File: config.mk
export PLATFORM = sky130hd
export DESIGN_NAME = ums_tap_cell
export DESIGN_NICKNAME = d
export VERILOG_FILES = /design/src/rtl/unsharp_mask_sharpen_defines.svh /design/src/rtl/ums_pkg.sv /design/src/rtl/ums_tap_cell.sv
export SDC_FILE = /design/constraint.sdc
export NUM_CORES = 1
export LEC_CHECK = 0
export BUFFER_PORTS_ARGS = -buffer_cell sky130_fd_sc_hd__buf_2
export CELL_PAD_IN_SITES_DETAIL_PLACEMENT = 1
export CELL_PAD_IN_SITES_GLOBAL_PLACEMENT = 2
export CORE_MARGIN = 2
export CORE_UTILIZATION = 35
export DETAILED_ROUTE_END_ITERATION = 7
export MAX_ROUTING_LAYER = met4
export PLACE_DENSITY_LB_ADDON = 0.15
export RECOVER_POWER = 25
export SETUP_SLACK_MARGIN = 0.4
export SYNTH_ARGS = -nofsm -noshare
export SYNTH_HDL_FRONTEND = slang
export SYNTH_SLANG_ARGS = --single-unit
File: constraint.sdc
create_clock -name clk_i -period 8.3 [get_ports clk_i]
set_clock_uncertainty 0.1 [all_clocks]
set_input_delay 0.83 -clock clk_i [delete_from_list [all_inputs] [get_ports clk_i]]
set_output_delay 0.83 -clock clk_i [all_outputs]
set_load 0.03 [all_outputs]
File: src/rtl/unsharp_mask_sharpen_defines.svh
// assertion macros of the sharpener top level
`ifndef UNSHARP_MASK_SHARPEN_DEFINES_SVH
`define UNSHARP_MASK_SHARPEN_DEFINES_SVH

// consequent must hold in the same cycle as the antecedent
`define UMS_ASSERT_NOW(name, ante, cons, msg) \
  name: assert property (@(posedge clk_i) disable iff (!rst_ni) (ante) |-> (cons)) \
    else $error(msg);

// consequent must hold in the cycle after the antecedent
`define UMS_ASSERT_NEXT(name, ante, cons, msg) \
  name: assert property (@(posedge clk_i) disable iff (!rst_ni) (ante) |=> (cons)) \
    else $error(msg);

`endif

File: src/rtl/ums_pkg.sv
// types, codes and helpers of the unsharp mask sharpener
`default_nettype none

package ums_pkg;

  // kernel coefficient layout
  localparam int COEF_SIDE  = 7;
  localparam int COEF_COUNT = 49;

  // saturation limit of a q8.8 result
  localparam logic [15:0] PIX_MAX_Q = 16'd65280;

  // item modes
  localparam logic [1:0] MODE_COEF  = 2'd0;
  localparam logic [1:0] MODE_PIXEL = 2'd1;
  localparam logic [1:0] MODE_FLUSH = 2'd2;

  // register indexes
  localparam logic [2:0] REG_RADIUS = 3'd0;
  localparam logic [2:0] REG_WIDTH  = 3'd1;
  localparam logic [2:0] REG_HEIGHT = 3'd2;
  localparam logic [2:0] REG_THRESH = 3'd3;
  localparam logic [2:0] REG_GAIN   = 3'd4;

  typedef struct packed {
    logic [1:0]  mode;
    logic [5:0]  coef_index;
    logic [15:0] coef_value;
    logic [7:0]  pixel_value;
  } in_item_t;

  typedef struct packed {
    logic [15:0] sharp_value;
    logic        frame_last;
  } out_item_t;

  typedef struct packed {
    logic [2:0]  addr;
    logic [15:0] wdata;
  } cfg_item_t;

  // controls broadcast to every tap cell
  typedef struct packed {
    logic        shift;
    logic        mul;
    logic [2:0]  side;
    logic [2:0]  rd_row;
    logic        coef_we;
    logic [2:0]  wr_row;
    logic [2:0]  wr_col;
    logic [15:0] wr_value;
  } cell_ctrl_t;

  // kernel row of a coefficient index, idx / 7 by reciprocal
  function automatic logic [2:0] coef_row(input logic [5:0] idx);
    logic [11:0] t;
    t = {6'd0, idx} * 12'd37;
    return t[10:8];
  endfunction

endpackage

`default_nettype wire

File: src/rtl/ums_tap_cell.sv
// one kernel column cell: coefficient column, pixel tap and product register
`default_nettype none

module ums_tap_cell #(
  parameter int unsigned POS = 0
) (
  input  logic                clk_i,
  input  logic                rst_ni,
  input  ums_pkg::cell_ctrl_t ctrl_i,
  input  logic [7:0]          pix_i,
  output logic [7:0]          pix_o,
  output logic [23:0]         prod_o
);

  logic [15:0] coef_q [ums_pkg::COEF_SIDE];
  logic [7:0]  pix_q;
  logic [23:0] prod_q;

  // coefficient column of this cell, cleared at reset
  always_ff @(posedge clk_i or negedge rst_ni) begin
    if (!rst_ni) begin
      for (int i = 0; i < ums_pkg::COEF_SIDE; i++) begin
        coef_q[i] <= '0;
      end
    end else if (ctrl_i.coef_we && (ctrl_i.wr_col == 3'(POS))) begin
      coef_q[ctrl_i.wr_row] <= ctrl_i.wr_value;
    end
  end

  // pixel tap moves to the neighbor, product of the selected kernel row
  always_ff @(posedge clk_i) begin
    if (ctrl_i.shift) begin
      pix_q <= pix_i;
    end
    if (ctrl_i.mul) begin
      if (3'(POS) < ctrl_i.side) begin
        prod_q <= {8'd0, coef_q[ctrl_i.rd_row]} * {16'd0, pix_q};
      end else begin
        prod_q <= '0;
      end
    end
  end

  assign pix_o  = pix_q;
  assign prod_o = prod_q;

endmodule

`default_nettype wire

==> results of run 1 <==
## how the worst min path moves through the flow
| stage | from | end | slack (ns) | cells after the start |
|---|---|---|---|---|
| 5_1_grt | coef_q[68]$_DFFE_PN0P_ | coef_q[68]$_DFFE_PN0P_ | 0.42 | 1 |
| 6_report | coef_q[39]$_DFFE_PN0P_ | coef_q[39]$_DFFE_PN0P_ | 0.38 | 1 |
| 3_5_place_dp | coef_q[70]$_DFFE_PN0P_ | coef_q[70]$_DFFE_PN0P_ | 0.37 | 1 |
| 3_3_place_gp | coef_q[70]$_DFFE_PN0P_ | coef_q[70]$_DFFE_PN0P_ | 0.36 | 1 |
| 2_1_floorplan | coef_q[66]$_DFFE_PN0P_ | coef_q[66]$_DFFE_PN0P_ | 0.35 | 1 |
| 4_1_cts | rst_ni | coef_q[41]$_DFFE_PN0P_ | 0.26 | 1 |
## final cells by class
class	count	area share, %
Tap cell	384	4.111
Timing Repair Buffer	88	4.047
Clock buffer	17	3.640
Sequential cell	144	32.21
Antenna cell	1	0.02141
Inverter	101	3.244
Clock inverter	15	1.424
Multi-Input combinational cell	594	51.31
## layer usage
metal,wire (µm),GRT usage (%),up-vias
met4,232,3.753,0
met2,11990,29.64,74
met1,11240,21.77,3362
met3,514,2.229,18
met5,0,-,-
li1,-,-,3076
## stage by stage
stage	instance area, µm²	util, %	cells	setup WS [ns]
finish	11690	40.50	1344	1.821
global route	11690	40.50	1344	1.325
CTS	11710	40.57	1343	1.758
detailed placement	11120	38.52	1311	1.300
global placement	11120	38.52	1311	1.379
floorplan	10300	-	872	2.051
## cells by family after synthesis
| kind of cell | count (synthesis) |
|---|---|
| AO/OA/AOI/OAI | 86 |
| XOR/XNOR | 11 |
| adder cells (fa/ha/maj) | 128 |
| buffers and inverters | 134 |
| flip-flops | 144 |
| multiplexers | 147 |
| AND/OR/NAND/NOR | 222 |
## synthesized netlist by cell type (all sizes together), types with 2 or more instances
library cell	instances	area share [%]
fa	84	16
a211oi	5	0.41
clkbuf	18	0.66
mux2i	19	1.8
xor2	4	0.34
nor2b	106	6.4
nor3	9	0.55
o21a	2	0.15
a21boi	2	0.15
nand4	3	0.18
o311ai	2	0.17
buf	15	0.85
o21ai	23	1.4
inv	101	3.7
or2	2	0.12
and2	12	0.73
mux4	16	3.5
mux2	112	12
nand4b	2	0.17
o211ai	18	1.3
nand3	5	0.24
nor3b	3	0.44
nor2	23	0.86
ha	44	5.3
edfxtp	32	9.3
xnor2	7	0.60
a21oi	19	0.92
nand2b	13	0.79
dfrtp	112	27
and3	2	0.12
a21o	6	0.44
nand2	40	1.5
a221oi	2	0.17
## power groups by stage
stage               logic, mW  clock network (mW)  registers, mW
floorplan                1.02                   0           1.05
global placement         1.47                   0          0.966
detailed placement       1.48                   0          0.969
CTS                      1.49               0.804          0.955
global route             1.67               0.832          0.969
finish                   1.46               0.780          0.953
## sequential cells by signal, indices dropped and copies added (netlist names)
name    cells
coef_q    112
prod_o     24
pix_o       8
==> impl_table.tex, run 1 <==
\begin{tabular}{lr}
\hline
Metric & Value \\
\hline
\multicolumn{2}{l}{\textbf{Final layout}} \\
Most frequent standard cell in the layout excluding fill and tap cells & sky130\_fd\_sc\_hd\_\_dfrtp\_1 \\
Footprint of the multi-input gates & 5996 µm² \\
Final-layout fill cell count & 3,131 \\
Register area & 3764 µm² \\
Share of final-layout standard cells stronger than drive strength 1 & 25.13\% \\
Post-synthesis to final-layout area growth & 13.42\% \\
Highest-count cells in the layout ignoring fill and taps & sky130\_fd\_sc\_hd\_\_dfrtp\_1, sky130\_fd\_sc\_hd\_\_nor2b\_1, sky130\_fd\_sc\_hd\_\_inv\_1, sky130\_fd\_sc\_hd\_\_mux2\_2, sky130\_fd\_sc\_hd\_\_fa\_1 \\
Number of nets in the final layout & 1,115 \\
\multicolumn{2}{l}{\textbf{CTS}} \\
CTS max path bufs & 2 \\
Worst skew pair latency & 0.44 ns \\
Number of sinks handled by clock tree synthesis & 144 \\
H-tree level count & 4 \\
Clock transition at the registers of the reported paths & 0.07 ns \\
Hold-fix buffers at CTS & 0 \\
CTS root buf & sky130\_fd\_sc\_hd\_\_clkbuf\_16 \\
Buffers inserted during post-CTS setup optimization & 0 \\
Number of instances resized during post-cts repair & 0 \\
Number of CTS-inserted buffers & 17 \\
Clock tree from TritonCTS & yes \\
\multicolumn{2}{l}{\textbf{Power}} \\
Power per cell area & 272.9 nW/µm² \\
P\_sw & 1.296 mW \\
Switching portion of total power & 40.65\% \\
Overall power consumption & 3.189 mW \\
Share of total power in the clock network & 24.5\% \\
Leakage power figure & 5.471 nW \\
Sequential share of power & 29.9\% \\
Share of total power in combinational logic & 45.7\% \\
Internal power consumption & 1.893 mW \\
Worst-case vdd ir drop & 0.1350 mV \\
\multicolumn{2}{l}{\textbf{Timing}} \\
RSZ-0062 raised after global routing & no \\
TNS Setup & 0 ns \\
Setup violators final & 0 \\
Hold slack final & 0.3847 ns \\
Post-layout min period & 6.479 ns \\
Transition time of the tightest slew-check pin & 2.093 ns \\
FMAX & 154.3 MHz \\
Max Transition Viols Final & 40 \\
Count of final hold-check violations & 0 \\
Share of the clock period used by the worst path & 78.06\% \\
Relative slew margins & -39.56\% \\
\multicolumn{2}{l}{\textbf{Worst setup path}} \\
Startpoint of the lowest-slack register-to-register path & coef\_q[53]\$\_DFFE\_PN0P\_ \\
Crit-path leading delay family & adder cells \\
Delay of the slowest critical-path stage & 0.55 ns \\
Number of buffers and inverters on the critical path & 4 \\
Slowest-stage cell, CP & sky130\_fd\_sc\_hd\_\_fa\_1 \\
Required time of the critical path & 8.39 ns \\
Crit path arrival time & 6.57 ns \\
Critical Path Start & ctrl\_i[23] \\
End of the worst register-to-register path & prod\_o[22]\$\_SDFFCE\_PP0P\_ \\
Worst R2R Setup Slack & 2.39 ns \\
Most frequent cell on the critical path & sky130\_fd\_sc\_hd\_\_fa\_1 \\
Number of logic stages on the critical path including buffering & 18 \\
Critical Path Fanout Max & 16 \\
Critical path cell sequence & buf\_2 -> buf\_4 -> mux4\_2 -> o21ai\_1 -> nor2b\_1 -> fa\_1 -> fa\_1 -> fa\_1 -> inv\_1 -> fa\_1 -> inv\_1 -> ha\_1 -> a21oi\_1 -> nor2\_1 -> a2111oi\_2 -> a211oi\_2 -> a21bo\_2 -> mux2i\_1 \\
Critical Path End & prod\_o[23]\$\_SDFFCE\_PP0P\_ \\
Crit path kind & in2reg \\
Register-to-Register Path Depth & 18 \\
CP Capture Type & flip-flop \\
Kind of launch point of the worst setup path & primary input \\
\multicolumn{2}{l}{\textbf{Global route}} \\
Antenna violations before repair & 2 \\
Total overflow reported by the global router & 0 \\
Global Route Usage Sum & 17.22\% \\
Pin count of the biggest net entering global routing & 75 \\
Number of global-route vias before repair & 7,315 \\
Wire length of the first global-routing pass & 40.41 mm \\
\multicolumn{2}{l}{\textbf{Synth}} \\
Seq/Total Area, Yosys & 36.53\% \\
Combinational family with the most area after synthesis & adder cells \\
Share of cell area taken by muxes after synthesis & 17.58\% \\
Count of synthesis-stage warnings from yosys & 0 \\
Netlist area before placement & 10,300 µm² \\
Synthesized-area fraction occupied by ao, oa, aoi and oai cells & 5.719\% \\
Count of mapped cells out of synthesis & 872 \\
XOR/XNOR Fraction of Synth Area & 0.9350\% \\
Post-synth cell types & 53 \\
Fraction of the mapped netlist area in adder cells & 21.66\% \\
Mean post-synth cell area & 11.82 µm² \\
Predominant post-synthesis flop cell & sky130\_fd\_sc\_hd\_\_dfrtp\_1 \\
Synth Register Bits & 144 \\
Proportion of register bits with asynchronous set or reset after synthesis & 77.78\% \\
Net count after synthesis & 1,041 \\
Post-synthesis share of cell area spent on and, or, nand and nor gates & 12.39\% \\
Number of synthesized flops with an enable pin & 32 \\
\multicolumn{2}{l}{\textbf{Run status}} \\
Run status & complete, but fails checks \\
Violated checks & capacitance limit, slew limit \\
\multicolumn{2}{l}{\textbf{Drt}} \\
Post-detailed-route DRC marker count & 0 \\
Routed wire length & 23.98 mm \\
DR vias & 6,530 \\
Initial drt markers & 242 \\
Routed wire per std cell & 17.84 µm \\
Vias per inst & 4.859 \\
1st-pass router iterations & 4 \\
Post-route ant nets & 0 \\
\multicolumn{2}{l}{\textbf{Floorplan}} \\
Number of placement rows & 62 \\
Die height & 175.6 µm \\
Core Footprint & 28,860 µm² \\
Die W & 175.6 µm \\
Starting Density & 35.70\% \\
Number of top-level pins & 73 \\
Die footprint & 30,830 µm² \\
\multicolumn{2}{l}{\textbf{Place}} \\
Weighted congestion reported at the end of routability-driven placement & 0.7898 \\
Number of buffers inserted by port buffering & 72 \\
Post-detail-place hpwl & 17.55 mm \\
\multicolumn{2}{l}{\textbf{Run}} \\
Max-capacitance violation count & 1 \\
\multicolumn{2}{l}{\textbf{Worst hold path}} \\
HP Class & reg2reg \\
\hline
\end{tabular}
Note: power is estimated with default switching activity, not from simulation.
==> run 2, diff against run 1 <==
ABC_AREA = 1   (was not set)
clock period = 6.05 ns   (was 8.3 ns; I/O delays follow)
==> impl_table.tex, run 2 <==
\begin{tabular}{lr}
\hline
Metric & Value \\
\hline
\multicolumn{2}{l}{\textbf{Run status}} \\
Run status & complete, but fails checks \\
Violated checks & capacitance limit, slew limit \\
\multicolumn{2}{l}{\textbf{Power}} \\
Share of total power in the clock network & 22.9\% \\
Overall power consumption & 4.424 mW \\
Worst-case vdd ir drop & 0.1878 mV \\
Sequential share of power & 29.1\% \\
Share of total power in combinational logic & 48.1\% \\
Leakage power figure & 5.888 nW \\
Switching portion of total power & 44.11\% \\
Internal power consumption & 2.473 mW \\
Power per cell area & 377.2 nW/µm² \\
P\_sw & 1.952 mW \\
\multicolumn{2}{l}{\textbf{Synth}} \\
Proportion of register bits with asynchronous set or reset after synthesis & 77.78\% \\
Netlist area before placement & 10,250 µm² \\
Mean post-synth cell area & 8.218 µm² \\
Count of synthesis-stage warnings from yosys & 0 \\
Library cell with the largest summed area after synthesis & sky130\_fd\_sc\_hd\_\_dfrtp\_1 \\
Number of synthesized flops with an enable pin & 32 \\
Share of the synthesized area in the top cell type & 27.35\% \\
Predominant post-synthesis flop cell & sky130\_fd\_sc\_hd\_\_dfrtp\_1 \\
Synth Register Bits & 144 \\
Cell with the most instances after synthesis & sky130\_fd\_sc\_hd\_\_nand2\_1 \\
Top area cells in the synthesized netlist & sky130\_fd\_sc\_hd\_\_dfrtp\_1, sky130\_fd\_sc\_hd\_\_fa\_1, sky130\_fd\_sc\_hd\_\_edfxtp\_1, sky130\_fd\_sc\_hd\_\_nand2\_1, sky130\_fd\_sc\_hd\_\_o21ai\_0 \\
Net count after synthesis & 1,416 \\
Count of mapped cells out of synthesis & 1,247 \\
Post-synth cell types & 34 \\
Seq/Total Area, Yosys & 36.73\% \\
Leading cell types by count after synthesis & sky130\_fd\_sc\_hd\_\_nand2\_1, sky130\_fd\_sc\_hd\_\_nor2\_1, sky130\_fd\_sc\_hd\_\_inv\_1 \\
\multicolumn{2}{l}{\textbf{Global route}} \\
Antenna violations before repair & 0 \\
Wire length of the first global-routing pass & 48.98 mm \\
Number of global-route vias before repair & 9,036 \\
Total overflow reported by the global router & 0 \\
Global Route Usage Sum & 21.00\% \\
Pin count of the biggest net entering global routing & 61 \\
\multicolumn{2}{l}{\textbf{CTS}} \\
CTS root buf & sky130\_fd\_sc\_hd\_\_clkbuf\_16 \\
Number of CTS-inserted buffers & 17 \\
H-tree level count & 4 \\
CTS max path bufs & 2 \\
Hold-fix buffers at CTS & 0 \\
Number of sinks handled by clock tree synthesis & 144 \\
Clock transition at the registers of the reported paths & 0.07 ns \\
Worst skew pair latency & 0.43 ns \\
Clock tree from TritonCTS & yes \\
\multicolumn{2}{l}{\textbf{Worst setup path}} \\
Critical Path Fanout Max & 40 \\
Critical Path Start & ctrl\_i[23] \\
Required time of the critical path & 6.14 ns \\
CP Capture Type & flip-flop \\
Startpoint of the lowest-slack register-to-register path & coef\_q[92]\$\_DFFE\_PN0P\_ \\
Crit path kind & in2reg \\
Crit path arrival time & 5.52 ns \\
Kind of launch point of the worst setup path & primary input \\
\multicolumn{2}{l}{\textbf{Timing}} \\
Relative slew margins & -93.55\% \\
FMAX & 184.3 MHz \\
TNS Setup & 0 ns \\
Count of final hold-check violations & 0 \\
Setup violators final & 0 \\
Share of the clock period used by the worst path & 89.67\% \\
RSZ-0062 raised after global routing & yes \\
Max Transition Viols Final & 54 \\
Transition time of the tightest slew-check pin & 2.903 ns \\
Post-layout min period & 5.425 ns \\
\multicolumn{2}{l}{\textbf{Final layout}} \\
Highest-count cells in the layout ignoring fill and taps & sky130\_fd\_sc\_hd\_\_nand2\_1, sky130\_fd\_sc\_hd\_\_nor2\_1, sky130\_fd\_sc\_hd\_\_inv\_1, sky130\_fd\_sc\_hd\_\_o21ai\_0, sky130\_fd\_sc\_hd\_\_dfrtp\_1 \\
Total inserted antenna cells & 0 \\
Most frequent standard cell in the layout excluding fill and tap cells & sky130\_fd\_sc\_hd\_\_nand2\_1 \\
Share of final-layout standard cells stronger than drive strength 1 & 12.43\% \\
Max FFs per register & 112 \\
Biggest register & coef\_q \\
Post-synthesis to final-layout area growth & 14.48\% \\
Number of nets in the final layout & 1,491 \\
\multicolumn{2}{l}{\textbf{Place}} \\
Post-detail-place hpwl & 21.60 mm \\
Number of buffers inserted by port buffering & 72 \\
Weighted congestion reported at the end of routability-driven placement & 0.7835 \\
\multicolumn{2}{l}{\textbf{Drt}} \\
Post-detailed-route DRC marker count & 0 \\
DR vias & 8,373 \\
Post-route ant nets & 0 \\
Vias per inst & 4.871 \\
Routed wire per std cell & 17.25 µm \\
1st-pass router iterations & 5 \\
Routed wire length & 29.65 mm \\
Initial drt markers & 344 \\
\multicolumn{2}{l}{\textbf{Worst hold path}} \\
HP Class & in2reg \\
Worst Hold Launch & pix\_i[5] \\
\multicolumn{2}{l}{\textbf{Run}} \\
Max-capacitance violation count & 1 \\
\multicolumn{2}{l}{\textbf{Floorplan}} \\
Number of placement rows & 62 \\
Starting Density & 35.61\% \\
Number of top-level pins & 73 \\
Die height & 175.1 µm \\
Core Footprint & 28,780 µm² \\
Die footprint & 30,660 µm² \\
Die W & 175.1 µm \\
\hline
\end{tabular}
==> run 2: cell count changes after synthesis, sizes merged, moves of 13 or more <==
cell / change
nand2: +215
nor2b: -106
inv: +77
mux2i: -19
nand2b: -13
nand3: +17
mux2: -112
mux4: -16
nor2: +186
o21ai: +152
o211ai: -15
==> run 2: repair_timing <==
action                     in CTS  in global routing
setup buffers                   0                  6
setup endpoints to repair       0                  7
resized for setup               0                 11
==> run 2: critical path, stage by stage <==
cell and delay (ns):
sky130_fd_sc_hd__buf_2 0.27, sky130_fd_sc_hd__inv_2 0.10, sky130_fd_sc_hd__buf_12 0.19, sky130_fd_sc_hd__o21ai_0 0.18
sky130_fd_sc_hd__o22ai_1 0.10, sky130_fd_sc_hd__o22ai_2 0.42, sky130_fd_sc_hd__nor2_1 0.13, sky130_fd_sc_hd__fa_1 0.55
sky130_fd_sc_hd__inv_1 0.05, sky130_fd_sc_hd__fa_1 0.48, sky130_fd_sc_hd__inv_1 0.05, sky130_fd_sc_hd__fa_1 0.48
sky130_fd_sc_hd__inv_1 0.07, sky130_fd_sc_hd__fa_1 0.47, sky130_fd_sc_hd__inv_1 0.05, sky130_fd_sc_hd__ha_1 0.40
sky130_fd_sc_hd__nand2_1 0.15, sky130_fd_sc_hd__nor2_1 0.18, sky130_fd_sc_hd__inv_1 0.09, sky130_fd_sc_hd__nor3_1 0.15
sky130_fd_sc_hd__nand2_1 0.10, sky130_fd_sc_hd__a21oi_1 0.17, sky130_fd_sc_hd__nor2_1 0.07
==> run 2: routing by layer <==
metal / vias up / routed length [µm] / GRT usage, % / share of wire, %
met5: - / 0 / - / 0
met4: 0 / 247 / 4.097 / 0.83
met3: 19 / 613 / 2.937 / 2.1
met2: 106 / 14070 / 34.32 / 47
met1: 4159 / 14710 / 28.05 / 50
li1: 4089 / - / - / -
==> run 2: metrics by stage <==
stage | cell area (µm²) | setup WS (ns) | hold slack (ns) | cells | util, %
floorplan | 10250 | 1.018 | 0.2094 | 1247 | -
global placement | 11100 | 0.2187 | 0.3605 | 1680 | 38.56
detailed placement | 11100 | 0.1589 | 0.3689 | 1680 | 38.56
CTS | 11640 | 0.6289 | 0.1267 | 1712 | 40.44
global route | 11730 | 0.3407 | 0.2309 | 1719 | 40.76
finish | 11730 | 0.6252 | 0.2487 | 1719 | 40.76
==> run 2: cells by family (layout without fill, tap and decap cells) <==
kind of cell / count (synthesis) / in the layout / synth area share (%)
buffers and inverters: 227 / 315 / 8.693
adder cells (fa/ha/maj): 128 / 128 / 21.78
flip-flops: 144 / 144 / 36.73
XOR/XNOR: 1 / 1 / 0.08549
AO/OA/AOI/OAI: 231 / 231 / 12.61
AND/OR/NAND/NOR: 516 / 516 / 20.10
==> run 2: power by group through the flow <==
stage	Clock [mW]	Sequential, mW	Combinational [mW]
after global routing	1.08	1.31	2.46
final	1.01	1.29	2.13
after floorplan	0	1.43	1.39
after detailed placement	0	1.31	2.12
after global placement	0	1.30	2.08
after CTS	1.04	1.29	2.13
==> run 2: worst paths after layout <==
check                                                end  slack, ns  cells past startpoint
worst max register to register  prod_o[18]$_SDFFCE_PP0P_       0.99                     20
min in group asynchronous         coef_q[93]$_DFFE_PN0P_       1.00                      1
worst min-delay path                  pix_o[5]$_DFFE_PP_       0.25                      1
worst max-delay path            prod_o[18]$_SDFFCE_PP0P_       0.63                     23
max in group asynchronous         coef_q[60]$_DFFE_PN0P_       2.81                      2
worst min register to register    coef_q[84]$_DFFE_PN0P_       0.38                      2
==> run 2: cell type report <==
| class | instances | area (µm²) |
|---|---|---|
| Tap cell | 384 | 480.5 |
| Sequential cell | 144 | 3764 |
| Multi-Input combinational cell | 876 | 5613 |
| Clock buffer | 18 | 439.2 |
| Timing Repair Buffer | 104 | 659.4 |
| Fill cell | 3487 | 17050 |
| Inverter | 179 | 671.9 |
| Clock inverter | 14 | 103.9 |
