==> src/rtl/unsharp_mask_sharpen_defines.svh <==
// assertion macros of the sharpener top level
`ifndef UNSHARP_MASK_SHARPEN_DEFINES_SVH
`define UNSHARP_MASK_SHARPEN_DEFINES_SVH

// consequent must hold in the same cycle as the antecedent
`define UMS_ASSERT_NOW(name, ante, cons, msg) \
  name: assert property (@(posedge clk_i) disable iff (!rst_ni) (ante) |-> (cons)) \
    else $error(msg);

// consequent must hold in the cycle after the antecedent
`define UMS_ASSERT_NEXT(name, ante, cons, msg) \
  name: assert property (@(posedge clk_i) disable iff (!rst_ni) (ante) |=> (cons)) \
    else $error(msg);

`endif

==> src/rtl/ums_divider.sv <==
// restoring divider, one quotient bit per cycle
`default_nettype none

module ums_divider #(
  parameter int unsigned NUM_W = 24,
  parameter int unsigned DEN_W = 12
) (
  input  logic             clk_i,
  input  logic             rst_ni,
  input  logic             start_i,
  input  logic [NUM_W-1:0] num_i,
  input  logic [DEN_W-1:0] den_i,
  output logic             busy_o,
  output logic [NUM_W-1:0] quo_o,
  output logic [DEN_W-1:0] rem_o
);

  localparam int unsigned CNT_W = $clog2(NUM_W + 1);

  logic [CNT_W-1:0] cnt_q;
  logic [NUM_W-1:0] quo_q;
  logic [DEN_W-1:0] rem_q;
  logic [DEN_W-1:0] den_q;
  logic [DEN_W:0]   trial;
  logic             fits;

  // shift in the next dividend bit and try a subtract
  always_comb begin
    trial = {rem_q, quo_q[NUM_W-1]};
    fits  = trial >= {1'b0, den_q};
  end

  always_ff @(posedge clk_i or negedge rst_ni) begin
    if (!rst_ni) begin
      cnt_q <= '0;
    end else if (start_i) begin
      cnt_q <= CNT_W'(NUM_W);
    end else if (cnt_q != '0) begin
      cnt_q <= cnt_q - CNT_W'(1);
    end
  end

  always_ff @(posedge clk_i) begin
    if (start_i) begin
      quo_q <= num_i;
      rem_q <= '0;
      den_q <= den_i;
    end else if (cnt_q != '0) begin
      if (fits) begin
        rem_q <= DEN_W'(trial - {1'b0, den_q});
      end else begin
        rem_q <= trial[DEN_W-1:0];
      end
      quo_q <= {quo_q[NUM_W-2:0], fits};
    end
  end

  assign busy_o = cnt_q != '0;
  assign quo_o  = quo_q;
  assign rem_o  = rem_q;

endmodule

`default_nettype wire

==> config.mk <==
export PLATFORM = sky130hd
export DESIGN_NAME = ums_divider
export DESIGN_NICKNAME = d
export VERILOG_FILES = /design/src/rtl/unsharp_mask_sharpen_defines.svh /design/src/rtl/ums_divider.sv
export SDC_FILE = /design/constraint.sdc
export NUM_CORES = 1
export LEC_CHECK = 0
export ABC_AREA = 1
export BUFFER_PORTS_ARGS = -buffer_cell sky130_fd_sc_hd__buf_2
export CAP_MARGIN = 20
export CORE_MARGIN = 2
export CORE_UTILIZATION = 40
export CTS_BUF_LIST = sky130_fd_sc_hd__clkbuf_16
export DETAILED_ROUTE_END_ITERATION = 12
export GPL_ROUTABILITY_DRIVEN = 0
export PLACE_DENSITY_LB_ADDON = 0.08
export SYNTH_ARGS = -nofsm -noshare
export SYNTH_HDL_FRONTEND = slang
export SYNTH_SLANG_ARGS = --single-unit
==> constraint.sdc <==
create_clock -name clk_i -period 1.8 [get_ports clk_i]
set_clock_uncertainty 0.1 [all_clocks]
set_input_delay 0.18 -clock clk_i [delete_from_list [all_inputs] [get_ports clk_i]]
set_output_delay 0.18 -clock clk_i [all_outputs]
set_load 0.03 [all_outputs]
==> results of run 1 <==
synthesized netlist by cell type (all sizes together), types with 2 or more instances:
library cell / n
ha: 14
nand4: 14
buf: 5
nand2: 158
dfrtp: 5
dfxtp: 12
o21ai: 4
inv: 53
edfxtp: 36
nand3: 30
o31ai: 2
nor2: 16
clkbuf: 3
xnor2: 5
a21oi: 6
power by group:
group	total [µW]	internal [µW]	switching, µW
Clock	1240	795	449
Combinational	3990	1780	2210
Sequential	1790	1580	208
Total	7030	4160	2870
metrics by stage:
stage,setup WS (ns),utilization,setup TNS [ns],instance area (µm²)
2_1_floorplan,-0.303,-,-8.62,3260
3_3_place_gp,-0.0318,0.546,-0.0836,4020
6_report,-0.0389,0.626,-0.178,4620
3_5_place_dp,-0.0637,0.546,-0.428,4020
5_1_grt,-0.141,0.626,-1.28,4620
4_1_cts,-0.0531,0.603,-0.286,4440
worst register-to-register path: cells and delay by family, from the launching register on:
family	cells	cell delay, ns
AO/OA/AOI/OAI	1	0.18
adder cells (fa/ha/maj)	1	0.21
buffers and inverters	3	0.29
flip-flops	1	0.39
AND/OR/NAND/NOR	6	0.42
what timing repair did:
action	in CTS	in global routing
hold buffers	13	0
setup endpoints to repair	12	13
hold endpoints to repair	17	0
buffers inserted	3	4
cloned	0	1
pin swaps	8	10
resized for setup	14	37
cell type report:
class	count	area, µm²
Clock buffer	5	125
Timing Repair Buffer	135	912
Fill cell	656	2750
Inverter	54	210
Clock inverter	3	65.1
Sequential cell	53	1470
Tap cell	99	124
Multi-Input combinational cell	255	1710
state kept, by name, indices dropped and copies added (netlist names):
signal  flops
rem_o      12
den_q      12
cnt_q       5
quo_o      24
worst min-delay path by stage:
stage                     startpoint         to  slack [ns]  depth (start not counted)
final                      num_i[12]  quo_o[12]        0.05                          3
after global routing        num_i[4]   quo_o[4]        0.05                          3
after floorplan               rst_ni   cnt_q[0]       -0.22                          0
after detailed placement      rst_ni   cnt_q[3]        -0.1                          1
after global placement        rst_ni   cnt_q[2]        -0.1                          1
after CTS                   num_i[4]   quo_o[4]        0.05                          3
cell families (layout without fill, tap and decap cells):
logic type / Yosys count / in the layout / synth area share
AND/OR/NAND/NOR: 221 / 221 / 0.338
buffers and inverters: 62 / 197 / 0.0850
flip-flops: 53 / 53 / 0.470
adder cells (fa/ha/maj): 15 / 15 / 0.0634
AO/OA/AOI/OAI: 14 / 14 / 0.0297
XOR/XNOR: 5 / 5 / 0.0142
layer usage:
layer | wire length (µm) | track usage | part of all wire
met5 | 0 | 0 | 0
met4 | 93 | 0.0510 | 0.012
met3 | 502 | 0.0468 | 0.062
met2 | 3890 | 0.327 | 0.48
met1 | 3550 | 0.248 | 0.44
==> summary.txt, run 1 <==
Run status
  – Run status: complete, but fails checks
  – Failing checks: setup timing

Floorplan
  – Area of the core: 0.00737 mm²
  – Initial Util: 0.417
  – Die X-Extent: 91.7 µm
  – Die outline area: 0.00841 mm²
  – I/O pins: 76
  – Die Ht: 91.7 µm
  – Std cell rows: 31

Min path
  – Hold crit path type: input port to flip-flop

Placement
  – Placed Cells incl. Taps: 575
  – Number of port buffers: 75
  – HPWL reported at the end of detailed placement: 5510 µm

Global route
  – Largest net degree at the start of global routing: 31
  – Total GRT Usage: 0.193
  – Number of antenna violations at the first check in global routing: 0
  – Global-route wire length before repair: 13100 µm
  – Via count of the first global-routing pass: 2835
  – Global route total overflow: 0

STA
  – Final hold slack: 0.0470 ns
  – Unrepaired setup endpoints after global routing: true
  – Number of setup violations in the final report: 7
  – Relative slew slack: 0.773
  – Ratio of final minimum period to clock period: 1.02
  – Worst slew pin tran: 0.340 ns
  – Maximum clock frequency: 544 MHz
  – Number of hold violations in the final report: 0
  – Slew Limit Fails: 0
  – PnR worst setup slack: -0.0389 ns
  – Final critical delay including setup and external delays: 1.84 ns

Route
  – Initial detailed-routing violation count: 160
  – Wire length reported by the detailed router: 8040 µm
  – Number of design rule violations left after detail routing: 0
  – Pre-antenna DRT Iters: 4
  – Average routed wire per standard cell: 13.3 µm
  – Total vias in the final route: 2833
  – Post-route antenna net violation count: 0
  – Via density per instance: 4.69

Critical path
  – Depth of the worst register-to-register path: 11
  – Cell repeated most along the worst path: sky130_fd_sc_hd__nand2_2
  – Slowest cell delay on critical path: 0.39 ns
  – CP delay by family, top: simple AND/OR/NAND/NOR gates
  – Critical Path AT: 1.80 ns
  – Logic depth of the worst path, buffers included: 11
  – Critical R2R Capture: quo_o[0]
  – CP Cell Sequence: inv_2 > ha_4 > nand2_2 > nand2_2 > inv_2 > nand2_4 > a21oi_4 > nand3_4 > buf_6 > nand2_2 > nand2_1
  – Classification of the worst setup path: flip-flop to flip-flop
  – Cell type of the slowest stage on the worst timing path: sky130_fd_sc_hd__edfxtp_1
  – Capturing element of the worst setup path: quo_o[0]
  – Number of buffers and inverters on the critical path: 3
  – Element type at the critical path end: flip-flop
  – Critical path origin: den_q[8]
  – Data required time at the worst endpoint: 1.76 ns
  – Worst flop-to-flop path startpoint: den_q[8]
  – Category of the worst setup path launch point: flip-flop
  – Biggest fanout along the worst timing path: 4
  – Reg-to-reg slack, setup: -0.04 ns

Layout
  – Post-layout instance count excluding filler cells: 604
  – Share of layout cells above drive strength 1: 0.459
  – Total Nets Final: 558
  – Most common library cell in the layout ignoring fill and taps: sky130_fd_sc_hd__nand2_1
  – Relative area change from synthesis to final layout: 50.1%
  – Number of antenna cells inserted: 0
  – Commonest cells after routing, fill and taps aside: sky130_fd_sc_hd__nand2_1, sky130_fd_sc_hd__buf_2, sky130_fd_sc_hd__buf_4

Synthesis
  – Share of synthesized registers carrying an async set or reset: 0.0943
  – Number of distinct library cells after synthesis: 34
  – Leading post-synthesis cells by cell area: sky130_fd_sc_hd__edfxtp_1, sky130_fd_sc_hd__nand2_1, sky130_fd_sc_hd__dfxtp_1
  – Yosys Warn Count: 0
  – Top cell type by total area after synthesis: sky130_fd_sc_hd__edfxtp_1
  – Number of flops mapped to enable cells by yosys: 36
  – Post-synth design cell area: 0.00308 mm²
  – Avg Cell Area, Syn: 8.32 µm²
  – Flops & latches, synth: 53
  – Leading register cell type out of synthesis: sky130_fd_sc_hd__edfxtp_1
  – Sequential element share of the synthesized area: 0.470
  – Number of instances in the synthesized netlist: 370
  – Net Count, Synth: 424
  – Synth top area share: 0.351

Clock network
  – Clock tree from TritonCTS: yes
  – Clock Path Buffers: 2
  – Clock transition at the registers of the reported paths: 0.07 ns
  – TritonCTS Buffers: 5
  – CTS Root Cell: sky130_fd_sc_hd__clkbuf_16
  – Clock sink count: 53
  – Max H-tree Level: 2
  – Clock Latency Late Sink: 0.30 ns

Power and ir drop
  – Worst supply voltage drop on vdd: 0.000692 V
  – Power after layout: 7030 µW
  – Leakage power: 0.00230 µW
  – Power per standard cell area: 1520 mW/mm²

Flow run
  – Count of maximum capacitance violations: 0
Power figures use the tool's default switching activity.
==> run 2, diff against run 1 <==
Settings changed: BUFFER_PORTS_ARGS -buffer_cell sky130_fd_sc_hd__buf_2 to not set, CORE_MARGIN 2 to not set, CTS_CLUSTER_DIAMETER set to 200, DONT_BUFFER_PORTS set to 1.
==> run 2 against run 1 <==
  * The run ends with hold timing, setup timing left
  * Global-route usage is 1.6 points higher
  * Final area is 0.73% higher
  * Count of clock-buffer cells in the layout unchanged
  * Critical path depth did not move
  * Fmax about the same
  * Sequential share of layout area decreased by 0.23 points
  * Wire length grew 1.9%
  * Sequential power is 6% higher
  * Largest cell class unchanged
  * Non-clock buffer count fell by 43
  * Utilization up 0.79 points
==> summary.txt, run 2 (synthesized netlist as in run 1, its figures left out) <==
Layout
  – Share of layout cells above drive strength 1: 0.400 (-0.0590)
  – Total Nets Final: 515 (-7.7%)
  – Number of antenna cells inserted: 0 (unchanged)
  – Relative area change from synthesis to final layout: 51.2%
  – Commonest cells after routing, fill and taps aside: sky130_fd_sc_hd__nand2_1, sky130_fd_sc_hd__buf_4, sky130_fd_sc_hd__inv_1
  – Flip-flop count of the largest register, all copies and words added: 24 (unchanged)
  – Total area of multi-input combinational cells: 0.00182 mm² (+6.3%)
  – Core occupancy in the finished layout: 0.634 (+0.00792)
  – Post-layout instance count excluding filler cells: 561 (-7.1%)
  – Most common library cell in the layout ignoring fill and taps: sky130_fd_sc_hd__nand2_1
  – Sequential cell area: 0.00147 mm² (unchanged)
  – Post-route cell area: 0.00465 mm² (+0.73%)
  – Filler cell count: 591 (-9.9%)

Critical path
  – Slowest cell delay on critical path: 0.38 ns (about the same)
  – Reg-to-reg slack, setup: -0.04 ns (about the same)
  – Data required time at the worst endpoint: 1.75 ns (about the same)
  – Classification of the worst setup path: flip-flop to flip-flop
  – Depth of the worst register-to-register path: 11 (unchanged)
  – Cell type of the slowest stage on the worst timing path: sky130_fd_sc_hd__edfxtp_1
  – CP Cell Sequence: inv_2 > ha_4 > nand2_4 > inv_2 > nand2_2 > nand2_4 > a21oi_4 > nand3_4 > buf_12 > nand2_2 > nand2_1
  – Biggest fanout along the worst timing path: 5 (+1)
  – Element type at the critical path end: flip-flop
  – Critical Path AT: 1.79 ns (about the same)
  – Category of the worst setup path launch point: flip-flop

STA
  – Final hold slack: -0.00732 ns (-0.0543 ns)
  – Worst slew pin tran: 0.356 ns (+0.0154 ns)
  – Final critical delay including setup and external delays: 1.84 ns (-0.000292 ns)
  – Ratio of final minimum period to clock period: 1.02 (about the same)
  – Number of hold violations in the final report: 1 (+1)
  – PnR worst setup slack: -0.0386 ns (+0.000292 ns)
  – Number of setup violations in the final report: 8 (+1)
  – Unrepaired setup endpoints after global routing: true
  – Sum of negative setup slack: -0.137 ns (+0.0406 ns)
  – Relative slew slack: 0.763 (-0.0103)
  – Maximum clock frequency: 544 MHz (about the same)
  – Slew Limit Fails: 0 (unchanged)

Clock network
  – Clock sink count: 53 (unchanged)
  – CTS Root Cell: sky130_fd_sc_hd__clkbuf_16
  – Clock Latency Late Sink: 0.29 ns (about the same)
  – Clock transition at the registers of the reported paths: 0.07 ns (about the same)
  – TritonCTS Buffers: 5 (unchanged)
  – Max H-tree Level: 2 (unchanged)
  – Clock Path Buffers: 2 (unchanged)
  – Clock tree from TritonCTS: yes

Route
  – Total vias in the final route: 2711 (-4.3%)
  – Number of design rule violations left after detail routing: 0 (unchanged)
  – Pre-antenna DRT Iters: 4 (unchanged)
  – Wire length reported by the detailed router: 8200 µm (+1.9%)
  – Average routed wire per standard cell: 14.6 µm (+9.8%)
  – Post-route antenna net violation count: 0 (unchanged)
  – Via density per instance: 4.83 (+3.0%)
  – Initial detailed-routing violation count: 117 (-27%)

Power and ir drop
  – Switching share of power: 0.415 (+0.00712)
  – Clock network power share: 0.151 (-0.026)
  – Power per standard cell area: 1540 mW/mm² (+0.91%)
  – Worst supply voltage drop on vdd: 0.000570 V (-18%)
  – Internal Dissipation: 4180 µW (+0.42%)
  – Leakage power: 0.00215 µW (-6.6%)
  – Proportion of power drawn by combinational gates: 0.583 (+0.015)
  – Total net switching power: 2970 µW (+3.4%)
  – Share of power burned in registers: 0.266 (+0.011)

Run status
  – Run status: complete, but fails checks
  – Failing checks: hold timing, setup timing

Floorplan
  – Die X-Extent: 89.7 µm (-2.2%)
  – Area of the core: 0.00733 mm² (-0.53%)
  – Std cell rows: 31 (unchanged)
  – Die Ht: 89.7 µm (-2.2%)
  – Die outline area: 0.00805 mm² (-4.3%)
  – Initial Util: 0.420 (+0.00221)
  – I/O pins: 76 (unchanged)

Placement
  – HPWL reported at the end of detailed placement: 5230 µm (-5.1%)
  – Placed Cells incl. Taps: 508 (-12%)
  – Placed inst area: 0.00369 mm² (-8.1%)
  – Number of port buffers: 0 (-100%)

Global route
  – Via count of the first global-routing pass: 2712 (-4.3%)
  – Largest net degree at the start of global routing: 36 (+16%)
  – Global route total overflow: 0 (unchanged)
  – Number of antenna violations at the first check in global routing: 0 (unchanged)
  – Global-route wire length before repair: 13400 µm (+2.1%)
  – Total GRT Usage: 0.209 (+0.0158)

Min path
  – Hold path cells: 2 (-1)
  – Hold crit path type: input port to flip-flop

Flow run
  – Count of maximum capacitance violations: 0 (unchanged)
-- run 2: changes by cell type in the layout (fill, tap and decap cells not counted), moves of 3 or more --
cell,previous run,this run
sky130_fd_sc_hd__nand3_4,3,7
sky130_fd_sc_hd__nor2_1,10,6
sky130_fd_sc_hd__dlygate4sd3_1,13,35
sky130_fd_sc_hd__nand3_1,12,8
sky130_fd_sc_hd__nand2_1,128,118
sky130_fd_sc_hd__buf_6,3,6
sky130_fd_sc_hd__nor2_4,3,6
sky130_fd_sc_hd__nand2_2,20,31
sky130_fd_sc_hd__buf_2,76,0
sky130_fd_sc_hd__buf_4,39,46
-- run 2: power groups by stage --
stage                     sequential, µW  combinational [µW]  clock [µW]
final                               1900                4160        1080
after global routing                1940                4530        1150
after CTS                           1880                3460        1100
after detailed placement            1900                3110           0
after global placement              1900                3090           0
after floorplan                     2160                1940           0
-- run 2: what timing repair did --
item / CTS / global route
hold buffers: 36 / 0
endpoints found under the setup margin: 13 / 35
setup buffers: 2 / 6
pin swaps: 4 / 33
gates cloned: 0 / 1
resized for setup: 8 / 70
endpoints found under the hold margin: 52 / 0
-- run 2: final timing paths --
check | end | from
worst max-delay path | quo_o[0] | den_q[8]
worst min-delay path | quo_o[6] | num_i[6]
worst max register to register | quo_o[0] | den_q[8]
worst min register to register | cnt_q[4] | cnt_q[4]
max in group asynchronous | cnt_q[4] | rst_ni
min in group asynchronous | cnt_q[2] | rst_ni
-- run 2: layout make-up --
class	count	area share
multi-input cells	255	0.390
flip-flops and latches	53	0.317
repair buffers	92	0.187
inverters	54	0.0444
clock buffers	5	0.0269
well taps	99	0.0266
clock inverters	3	0.00834
-- run 2: stage by stage --
stage | total power, µW | worst slack (ns)
after global placement | 5000 | -0.0894
after floorplan | 4100 | -0.303
after detailed placement | 5010 | -0.120
after global routing | 7610 | -0.135
after CTS | 6440 | -0.0180
final | 7150 | -0.0386
-- run 2: routing by layer --
layer  routed length, µm  share of wire  track usage  vias up
li1                    -              -            -     1364
met1                3660           0.45        0.274     1261
met2                3930           0.48        0.344       74
met3                 470          0.057       0.0482       12
met4                 133          0.016       0.0628        0
met5                   0              0            0        -
-- run 2: critical path, delay by kind of cell (launching register included) --
kind	cells	cell delay, ns
and+or+nand+nor	6	0.43
DFF	1	0.38
buffers and inverters	3	0.28
adders and majority gates	1	0.22
AOI/OAI and AO/OA	1	0.19
==> run 3, diff against run 2 <==
Settings changed: CORE_UTILIZATION 40 to 45.
==> run 3 against run 2 <==
  * The flow finishes with violations (DRC, hold timing, setup timing)
  * Largest power group unchanged
  * Count of clock-buffer cells in the layout stayed put
  * Critical path depth grew 1
  * Fmax down 1.4%
  * Sequential cell count did not move
  * Final area fell by 7.1%
  * Clock power about the same
  * Sequential power about the same
  * Wire length down 3.5%
  * Total power is 9.7% lower
  * Register-to-register slack lost 0.03 ns
  * Combinational power down 16%
  * Setup slack worse by 0.026 ns
==> summary.txt, run 3 (synthesized netlist as in run 1, its figures left out) <==
Critical path
  – Cell repeated most along the worst path: sky130_fd_sc_hd__nand2_1
  – Logic depth of the worst path, buffers included: 12 (+1)
  – Depth of the worst register-to-register path: 12 (+1)
  – Critical Path AT: 1.95 ns (+0.16 ns)
  – Cell type of the slowest stage on the worst timing path: sky130_fd_sc_hd__edfxtp_1
  – Biggest fanout along the worst timing path: 3 (-2)
  – Slowest cell delay on critical path: 0.39 ns (about the same)
  – Number of buffers and inverters on the critical path: 2 (-1)
  – Data required time at the worst endpoint: 1.88 ns (+0.13 ns)
  – CP Cell Sequence: inv_1 > ha_1 > inv_2 > fa_2 > nand3_2 > nand3_4 > nand2_1 > nand2_1 > xnor2_2 > nand2_2 > nand3_2 > nand2_1
  – Element type at the critical path end: flip-flop
  – CP delay by family, top: adder cells
  – Classification of the worst setup path: flip-flop to flip-flop
  – Category of the worst setup path launch point: flip-flop

Min path
  – Hold path cells: 2 (unchanged)
  – Hold crit path type: input port to flip-flop

Global route
  – Routing usage on met1: 0.290 (+0.0167)
  – Global route total overflow: 0 (unchanged)
  – Number of antenna violations at the first check in global routing: 0 (unchanged)
  – Global-route wire length before repair: 13200 µm (-1.5%)
  – Largest net degree at the start of global routing: 38 (+5.6%)
  – Total GRT Usage: 0.236 (+0.0274)
  – Met2 track demand over resource in global routing: 0.414 (+0.0703)
  – Via count of the first global-routing pass: 2744 (+1.2%)
  – Busiest layer in global routing: met2
  – Met3 GRT Util: 0.0531 (+0.00487)

Layout
  – Commonest cells after routing, fill and taps aside: sky130_fd_sc_hd__nand2_1, sky130_fd_sc_hd__buf_4, sky130_fd_sc_hd__inv_1
  – Flip-flop count of the largest register, all copies and words added: 24 (unchanged)
  – Post-layout instance count excluding filler cells: 533 (-5.0%)
  – Share of layout cells above drive strength 1: 0.309 (-0.0912)
  – Relative area change from synthesis to final layout: 40.5%
  – Number of antenna cells inserted: 0 (unchanged)
  – Total Nets Final: 509 (-1.2%)
  – Most common library cell in the layout ignoring fill and taps: sky130_fd_sc_hd__nand2_1

STA
  – Sum of negative setup slack: -0.0870 ns (+0.0504 ns)
  – Ratio of final minimum period to clock period: 1.04 (+0.0143)
  – PnR worst setup slack: -0.0644 ns (-0.0258 ns)
  – Maximum clock frequency: 536 MHz (-1.4%)
  – Slew Limit Fails: 0 (unchanged)
  – Worst slew pin tran: 0.354 ns (-0.00166 ns)
  – Final critical delay including setup and external delays: 1.86 ns (+0.0258 ns)
  – Final hold slack: -0.000973 ns (+0.00634 ns)
  – Number of setup violations in the final report: 3 (-5)
  – Number of hold violations in the final report: 1 (unchanged)
  – Relative slew slack: 0.764 (+0.00111)
  – Unrepaired setup endpoints after global routing: true

Power and ir drop
  – Share of power burned in registers: 0.293 (+0.027)
  – Worst supply voltage drop on vdd: 0.000666 V (+17%)
  – Power per standard cell area: 1490 mW/mm² (-2.8%)
  – Total net switching power: 2650 µW (-11%)
  – Leakage power: 0.00206 µW (-4.1%)
  – Switching share of power: 0.411 (-0.00420)
  – Proportion of power drawn by combinational gates: 0.541 (-0.042)
  – Internal Dissipation: 3800 µW (-9.0%)
  – Clock network power share: 0.166 (+0.015)

Placement
  – Number of port buffers: 0 (unchanged)
  – HPWL reported at the end of detailed placement: 5260 µm (+0.52%)
  – Placed Cells incl. Taps: 483 (-4.9%)

Clock network
  – Clock Latency Late Sink: 0.29 ns (about the same)
  – TritonCTS Buffers: 5 (unchanged)
  – CTS Root Cell: sky130_fd_sc_hd__clkbuf_16
  – Clock tree from TritonCTS: yes
  – Clock sink count: 53 (unchanged)
  – Clock Path Buffers: 2 (unchanged)
  – Max H-tree Level: 2 (unchanged)
  – Clock transition at the registers of the reported paths: 0.07 ns (about the same)

Route
  – Pre-antenna DRT Iters: 10 (+6)
  – Initial detailed-routing violation count: 150 (+28%)
  – Number of design rule violations left after detail routing: 2 (+2)
  – Post-route antenna net violation count: 0 (unchanged)
  – Total vias in the final route: 2743 (+1.2%)
  – Via density per instance: 5.15 (+6.5%)
  – Average routed wire per standard cell: 14.8 µm (+1.6%)
  – Wire length reported by the detailed router: 7910 µm (-3.5%)

Floorplan
  – Area of the core: 0.00646 mm² (-12%)
  – Die X-Extent: 84.7 µm (-5.6%)
  – Die Ht: 84.7 µm (-5.6%)
  – I/O pins: 76 (unchanged)
  – Initial Util: 0.476 (+0.0567)
  – Std cell rows: 29 (-6.5%)
  – Die outline area: 0.00717 mm² (-11%)

Flow run
  – Count of maximum capacitance violations: 0 (unchanged)

Run status
  – Failing checks: DRC, hold timing, setup timing
  – Run status: complete, but fails checks
run 3: area by class of cell:
cell class / instances / area [µm²]
inverters: 54 / 206
repair buffers: 86 / 783
clock inverters: 3 / 38.8
fillers: 537 / 2140
flip-flops and latches: 53 / 1470
clock buffers: 5 / 125
multi-input cells: 255 / 1600
well taps: 77 / 96.3
run 3: per-stage QoR:
stage	worst slack (ns)	total power, µW	util	hold slack, ns	instance area, µm²
2_1_floorplan	-0.303	4100	-	-0.216	3260
3_3_place_gp	-0.0801	4930	0.564	-0.215	3640
3_5_place_dp	-0.179	4970	0.564	-0.216	3640
4_1_cts	-0.0574	6330	0.661	0.00289	4270
5_1_grt	-0.177	6850	0.669	0.00416	4320
6_report	-0.0644	6450	0.669	-0.000973	4320
run 3: final timing paths:
path,slack (ns),from,endpoint
max in group asynchronous,1.32,rst_ni,cnt_q[1]
worst max-delay path,-0.06,quo_o[23],rem_o[6]
worst max register to register,-0.06,quo_o[23],rem_o[6]
worst min register to register,0.40,rem_o[11],rem_o[11]
worst min-delay path,-0.001,start_i,quo_o[6]
min in group asynchronous,0.08,rst_ni,cnt_q[4]
run 3: metal layers:
layer	share of wire	vias to the layer above
li1	-	1352
met3	0.067	9
met4	0.014	0
met1	0.42	1289
met2	0.50	93
met5	0	-
run 3: power groups by stage:
stage	Combinational [µW]	Sequential [µW]	Clock, µW
2_1_floorplan	1940	2160	0
3_3_place_gp	3030	1900	0
3_5_place_dp	3060	1900	0
4_1_cts	3350	1900	1090
5_1_grt	3800	1920	1130
6_report	3490	1890	1070
run 3: timing repair:
action / in CTS / in global routing
gates cloned: 1 / 0
resized for setup: 10 / 17
hold endpoints to repair: 54 / 0
endpoints found under the setup margin: 13 / 13
pin swaps: 5 / 2
buffers inserted: 3 / 1
hold buffers: 37 / 0
